`config.mk`:
```
export PLATFORM = sky130hd
export DESIGN_NAME = utf8_byte_decoder_core
export DESIGN_NICKNAME = d
export VERILOG_FILES = /design/src/hdl/utf8d_pkg.sv /design/src/hdl/utf8d_decode.sv /design/src/hdl/utf8d_res_fifo.sv /design/src/hdl/utf8_byte_decoder_core.sv
export SDC_FILE = /design/constraint.sdc
export NUM_CORES = 1
export LEC_CHECK = 0
export ABC_CLOCK_PERIOD_IN_PS = 5400
export BUFFER_PORTS_ARGS = -buffer_cell sky130_fd_sc_hd__buf_2
export CORE_MARGIN = 5
export CORE_UTILIZATION = 30
export CTS_CLUSTER_SIZE = 10
export DETAILED_ROUTE_END_ITERATION = 7
export PLACE_DENSITY = 0.56
export SKIP_CTS_REPAIR_TIMING = 1
export SYNTH_ARGS = -nofsm -noshare
export SYNTH_HDL_FRONTEND = slang
export SYNTH_HIERARCHICAL = 1
export SYNTH_SLANG_ARGS = --single-unit
```
`constraint.sdc`:
```
create_clock -name clk -period 5.4 [get_ports clk]
set_clock_uncertainty 0.05 [all_clocks]
set_input_delay 1.62 -clock clk [delete_from_list [all_inputs] [get_ports clk]]
set_output_delay 1.62 -clock clk [all_outputs]
set_load 0.1 [all_outputs]
```
`src/hdl/utf8d_pkg.sv`:
```
// shared types and constants for the utf8 byte decoder
// no dependencies
package utf8d_pkg;

	localparam int BYTE_W   = 8;
	localparam int CP_W     = 21;
	localparam int PEND_W   = 2;
	localparam int DATA_W   = 24;
	localparam int USER_W   = 2;
	localparam int FIFO_DEPTH = 4;
	localparam int PTR_W    = $clog2(FIFO_DEPTH);
	localparam int CNT_W    = $clog2(FIFO_DEPTH + 1);

	localparam logic [CP_W-1:0] REPL_RESET = CP_W'(32);

	localparam logic [BYTE_W-1:0] ASCII_MAX = 8'h7F;
	localparam logic [BYTE_W-1:0] CONT_MAX  = 8'hBF;
	localparam logic [BYTE_W-1:0] LEAD2_MAX = 8'hDF;
	localparam logic [BYTE_W-1:0] LEAD3_MAX = 8'hEF;
	localparam logic [BYTE_W-1:0] LEAD4_MAX = 8'hF7;

	typedef struct packed {
		logic [CP_W-1:0] code_point;
		logic            is_replacement;
		logic            last_of_run;
		logic            string_done;
	} result_t;

	typedef struct packed {
		logic [PEND_W-1:0] pending;
		logic [CP_W-1:0]   acc;
	} dec_state_t;

	typedef struct packed {
		logic    v0;
		logic    v1;
		result_t r0;
		result_t r1;
	} push_t;

endpackage

```
`src/hdl/utf8d_decode.sv`:
```
// per-byte decode logic: next state and up to two results
// depends on utf8d_pkg
module utf8d_decode (
	input  logic [utf8d_pkg::BYTE_W-1:0] byte_value,
	input  logic                         text_end,
	input  utf8d_pkg::dec_state_t        st,
	input  logic [utf8d_pkg::CP_W-1:0]   repl,
	output utf8d_pkg::dec_state_t        nxt,
	output utf8d_pkg::push_t             res
);

	logic                       pre_v;
	logic                       main_v;
	logic                       main_rep;
	logic [utf8d_pkg::CP_W-1:0] main_cp;
	logic                       end_v;
	utf8d_pkg::result_t         repl_r;
	utf8d_pkg::result_t         main_r;

	always_comb begin
		nxt      = st;
		pre_v    = 1'b0;
		main_v   = 1'b0;
		main_rep = 1'b0;
		main_cp  = utf8d_pkg::CP_W'(byte_value);
		if (byte_value <= utf8d_pkg::ASCII_MAX) begin
			pre_v       = (st.pending != '0);
			nxt.pending = '0;
			main_v      = 1'b1;
		end else if (byte_value <= utf8d_pkg::CONT_MAX) begin
			if (st.pending != '0) begin
				nxt.acc     = {st.acc[utf8d_pkg::CP_W-7:0], byte_value[5:0]};
				nxt.pending = st.pending - utf8d_pkg::PEND_W'(1);
				main_v      = (st.pending == utf8d_pkg::PEND_W'(1));
				main_cp     = nxt.acc;
			end else begin
				main_v   = 1'b1;
				main_rep = 1'b1;
				main_cp  = repl;
			end
		end else if (byte_value <= utf8d_pkg::LEAD2_MAX) begin
			nxt.pending = utf8d_pkg::PEND_W'(1);
			nxt.acc     = utf8d_pkg::CP_W'(byte_value[4:0]);
		end else if (byte_value <= utf8d_pkg::LEAD3_MAX) begin
			nxt.pending = utf8d_pkg::PEND_W'(2);
			nxt.acc     = utf8d_pkg::CP_W'(byte_value[3:0]);
		end else if (byte_value <= utf8d_pkg::LEAD4_MAX) begin
			nxt.pending = utf8d_pkg::PEND_W'(3);
			nxt.acc     = utf8d_pkg::CP_W'(byte_value[2:0]);
		end else begin
			main_v      = 1'b1;
			main_rep    = 1'b1;
			main_cp     = repl;
			nxt.pending = '0;
		end

		// truncated sequence at string end
		end_v = text_end && (nxt.pending != '0);
		if (text_end) begin
			nxt.pending = '0;
			nxt.acc     = '0;
		end

		repl_r = '{code_point: repl, is_replacement: 1'b1,
			last_of_run: 1'b0, string_done: 1'b0};
		main_r = '{code_point: main_cp, is_replacement: main_rep,
			last_of_run: 1'b0, string_done: 1'b0};

		res.v0 = pre_v || main_v || end_v;
		res.v1 = (pre_v && main_v) || (main_v && end_v);
		res.r0 = (pre_v || !main_v) ? repl_r : main_r;
		res.r1 = pre_v ? main_r : repl_r;

		res.r0.last_of_run = !res.v1;
		res.r0.string_done = !res.v1 && text_end;
		res.r1.last_of_run = 1'b1;
		res.r1.string_done = text_end;
	end

endmodule

```
`src/hdl/utf8d_res_fifo.sv`:
```
// result queue: takes up to two results a cycle, gives one a cycle while popped
// depends on utf8d_pkg
module utf8d_res_fifo (
	input  logic               clk,
	input  logic               arst_n,
	input  utf8d_pkg::push_t   push,
	input  logic               pop,
	output logic               room,
	output logic               head_v,
	output utf8d_pkg::result_t head
);

	utf8d_pkg::result_t              mem [utf8d_pkg::FIFO_DEPTH];
	logic [utf8d_pkg::PTR_W-1:0]     wptr_q;
	logic [utf8d_pkg::PTR_W-1:0]     rptr_q;
	logic [utf8d_pkg::CNT_W-1:0]     count_q;
	logic [utf8d_pkg::PTR_W-1:0]     wptr_p1;
	logic [utf8d_pkg::CNT_W-1:0]     push_n;
	logic                            do_pop;

	assign wptr_p1 = wptr_q + utf8d_pkg::PTR_W'(1);
	assign push_n  = utf8d_pkg::CNT_W'(push.v0) + utf8d_pkg::CNT_W'(push.v1);
	assign head_v  = (count_q != '0);
	assign do_pop  = head_v && pop;
	assign head    = mem[rptr_q];
	// room for a full pair of results
	assign room    = (count_q <= utf8d_pkg::CNT_W'(utf8d_pkg::FIFO_DEPTH - 2));

	always_ff @(posedge clk) begin
		if (push.v0) begin
			mem[wptr_q] <= push.r0;
		end
		if (push.v1) begin
			mem[wptr_p1] <= push.r1;
		end
	end

	always_ff @(posedge clk or negedge arst_n) begin
		if (!arst_n) begin
			wptr_q  <= '0;
			rptr_q  <= '0;
			count_q <= '0;
		end else begin
			wptr_q  <= wptr_q + utf8d_pkg::PTR_W'(push_n);
			if (do_pop) begin
				rptr_q <= rptr_q + utf8d_pkg::PTR_W'(1);
			end
			count_q <= count_q + push_n - utf8d_pkg::CNT_W'(do_pop);
		end
	end

endmodule

```
`src/hdl/utf8_byte_decoder_core.sv`:
```
// utf8 byte decoder top level: input register, decode, result queue
// depends on utf8d_pkg, utf8d_decode, utf8d_res_fifo
// path: the input register, then decode, then the result queue, whose head is the result beat
// throughput: one byte per cycle; a byte giving two results holds two output beats
// input stalls only when the result queue (four entries) lacks room for a pair
// reset: async active low, clears decode state and queue, sets replacement code to space
module utf8_byte_decoder_core (
	input  logic                              clk,
	input  logic                              arst_n,
	input  logic                              s_tvalid,
	output logic                              s_tready,
	input  logic [utf8d_pkg::BYTE_W-1:0]      s_tdata,  // byte_value
	input  logic                              s_tlast,  // text_end
	output logic                              m_tvalid,
	input  logic                              m_tready,
	output logic [utf8d_pkg::DATA_W-1:0]      m_tdata,  // code_point, zero pad
	output logic [utf8d_pkg::USER_W-1:0]      m_tuser,  // is_replacement, string_done
	output logic                              m_tlast,  // last_of_run
	input  logic                              cfg_valid,
	output logic                              cfg_ready,
	input  logic [utf8d_pkg::CP_W-1:0]        cfg_data  // replacement_code
);

	logic                         v_s1;
	logic [utf8d_pkg::BYTE_W-1:0] byte_s1;
	logic                         end_s1;
	utf8d_pkg::dec_state_t        st_q;
	utf8d_pkg::dec_state_t        st_nxt;
	logic [utf8d_pkg::CP_W-1:0]   repl_q;
	utf8d_pkg::push_t             dec_res;
	utf8d_pkg::push_t             push;
	logic                         room;
	logic                         adv;
	utf8d_pkg::result_t           head;

	assign cfg_ready = 1'b1;
	assign adv       = v_s1 && room;
	assign s_tready  = !v_s1 || room;

	utf8d_decode u_decode (
		.byte_value (byte_s1),
		.text_end   (end_s1),
		.st         (st_q),
		.repl       (repl_q),
		.nxt        (st_nxt),
		.res        (dec_res)
	);

	always_comb begin
		push    = dec_res;
		push.v0 = dec_res.v0 && adv;
		push.v1 = dec_res.v1 && adv;
	end

	utf8d_res_fifo u_fifo (
		.clk    (clk),
		.arst_n (arst_n),
		.push   (push),
		.pop    (m_tready),
		.room   (room),
		.head_v (m_tvalid),
		.head   (head)
	);

	assign m_tdata = utf8d_pkg::DATA_W'(head.code_point);
	assign m_tuser = {head.string_done, head.is_replacement};
	assign m_tlast = head.last_of_run;

	always_ff @(posedge clk) begin
		if (s_tvalid && s_tready) begin
			byte_s1 <= s_tdata;
			end_s1  <= s_tlast;
		end
	end

	always_ff @(posedge clk or negedge arst_n) begin
		if (!arst_n) begin
			v_s1   <= 1'b0;
			st_q   <= '0;
			repl_q <= utf8d_pkg::REPL_RESET;
		end else begin
			if (s_tready) begin
				v_s1 <= s_tvalid;
			end
			if (adv) begin
				st_q <= st_nxt;
			end
			if (cfg_valid && cfg_ready) begin
				repl_q <= cfg_data;
			end
		end
	end

endmodule

```
==> metrics <==
synthesized area=8193 sq um; Slew @ Worst Pin=1.118 ns; antenna violations before repair=0; FF-to-FF path depth=12; Final HPWL DP=13.25 mm; drt initial violations=306; Final WS setup=1.355 ns; cell count after synthesis=591; CTS buffer count=17; Max FO, Critical Path=18; Clock power frac=18.8%; die width=175.3 um; Core ar.=26,950 sq um; Total GRT Usage=12.89%; Pleak=3.443 nW; DRC violations left=0; vias per inst=4.903; DR pass1 iterations=5; placed cell area=8722 sq um; layout cells sized above 1=43.14%; Power Dens Cells=620.8 nW/um^2; Die ar.=30,710 sq um; port bufs=60; switching share of power=45.12%; gpl congestion=0.8024; CTS tree=done; routed via count=4,854; reg2reg start=byte_s1[6]; CTS Buffer Depth=2; critical path capture point=m_tdata[4]; Switch Pwr=2.593 mW; max incr delay on CP=1.00 ns; first-pass GRT wire length=30.44 mm; final slew viol count=0; synthesized area per cell=13.86 sq um; WL per Instance=19.68 um; final setup fails=0; worst-path cell chain=buf_4 > mux4_2 > buf_2; pin count of the biggest net entering global routing=46; die height=175.3 um; Crit-path slowest cell=dfrtp_1; setup TNS=0 ns; CP startpoint=u_fifo/rptr_q[1]; final hold viol count=0; Internal Power=3.154 mW; critical path depth=3; status=complete, no violations; WL final=19.49 mm; FP Rows=60; Initial Util=30.40%; total grt overflow=0; final hold slack=0.4856 ns; power share of the sequential group=33.7%; Finished Cell Area=9258 sq um; period utilization=74.91%; # diodes=0; Slew headroom=25.16%; combinational fraction of design power=47.5%; slack of the worst reg-to-reg path=2.10 ns; Max Freq=247.2 MHz; reg2reg end=u_fifo/count_q[2]; Critical Path RT=3.73 ns; Peak VDD IR=0.0002191 V; Worst EP arrival=2.37 ns; Worst Setup End Kind=primary output; antenna viol nets, final=0; Util after Layout=34.35%; CTS sink cnt=151; number of global-route vias before repair=5,111; CP Launch Type=register; pre-CTS WS=1.763 ns; clock transition at the registers of the reported paths=0.06 ns; H-tree Lvls=4; Ports=65; maxcap violations=0; critical path class=register to primary output; clk_lat worst skew=0.41 ns; Layout Nets=677; Tmin final=4.045 ns; delay-heaviest family, CP=flip-flops; root buf cell=clkbuf_16; yosys warns=6; RSZ-0062 raised after global routing=no; Hold Path Class=register to register; Area Growth Syn to Fin=13.00%; Buf/Inv on CP=2
## power by group through the flow
stage                     logic, mW  registers [mW]  clock network (mW)
final                          2.73            1.94                1.08
after global routing           2.91            1.98                1.17
after CTS                      2.76            1.95                1.11
after detailed placement       2.75            1.97                   0
after global placement         2.72            1.96                   0
after floorplan                2.50            1.74                   0
## routing by layer
metal	vias up	GRT usage (%)	part of all wire, %
li1	2315	-	-
met1	2438	17.44	47
met2	87	21.11	49
met3	14	2.368	2.5
met4	0	4.059	1.7
met5	-	0	0
## per-stage QoR
step,cells,power (mW)
after floorplan,593,4.244
after global placement,958,4.679
after detailed placement,958,4.714
after global routing,990,6.060
final,990,5.747
after CTS,990,5.815
## cell usage in the layout (no fill, tap or decap), types with 16 or more instances in the layout
cell type	instances
o21ai_0	22
mux4_2	24
nand2_1	37
inv_1	17
mux2_2	124
buf_2	60
dfrtp_1	44
clkbuf_16	17
edfxtp_1	105
a22oi_1	17
and2_1	16
## worst min-delay path by stage
stage	from	endpoint	slack [ns]	cells past startpoint
after floorplan	u_fifo/wptr_q[0]	u_fifo/wptr_q[0]	0.42	1
after global placement	repl_q[0]	repl_q[0]	0.46	1
after detailed placement	repl_q[0]	repl_q[0]	0.47	1
after CTS	repl_q[0]	repl_q[0]	0.48	1
after global routing	repl_q[20]	repl_q[20]	0.51	1
final	repl_q[0]	repl_q[0]	0.49	1
## state kept, by name, indices dropped and copies added (netlist names), 2 cells and up
| name | cells |
|---|---|
| u_fifo/mem | 96 |
| repl_q | 21 |
| st_q | 17 |
| byte_s1 | 8 |
| u_fifo/count_q | 3 |
| u_fifo/rptr_q | 2 |
| u_fifo/wptr_q | 2 |
## area by class of cell
class,instances,area [sq um]
fillers,2641,17690
flip-flops and latches,151,4307
multi-input cells,379,3550
clock buffers,21,450.4
well taps,341,426.7
repair buffers,70,375.4
clock inverters,11,85.08
inverters,17,63.81
No activity file was read; power rests on OpenSTA's default activity.
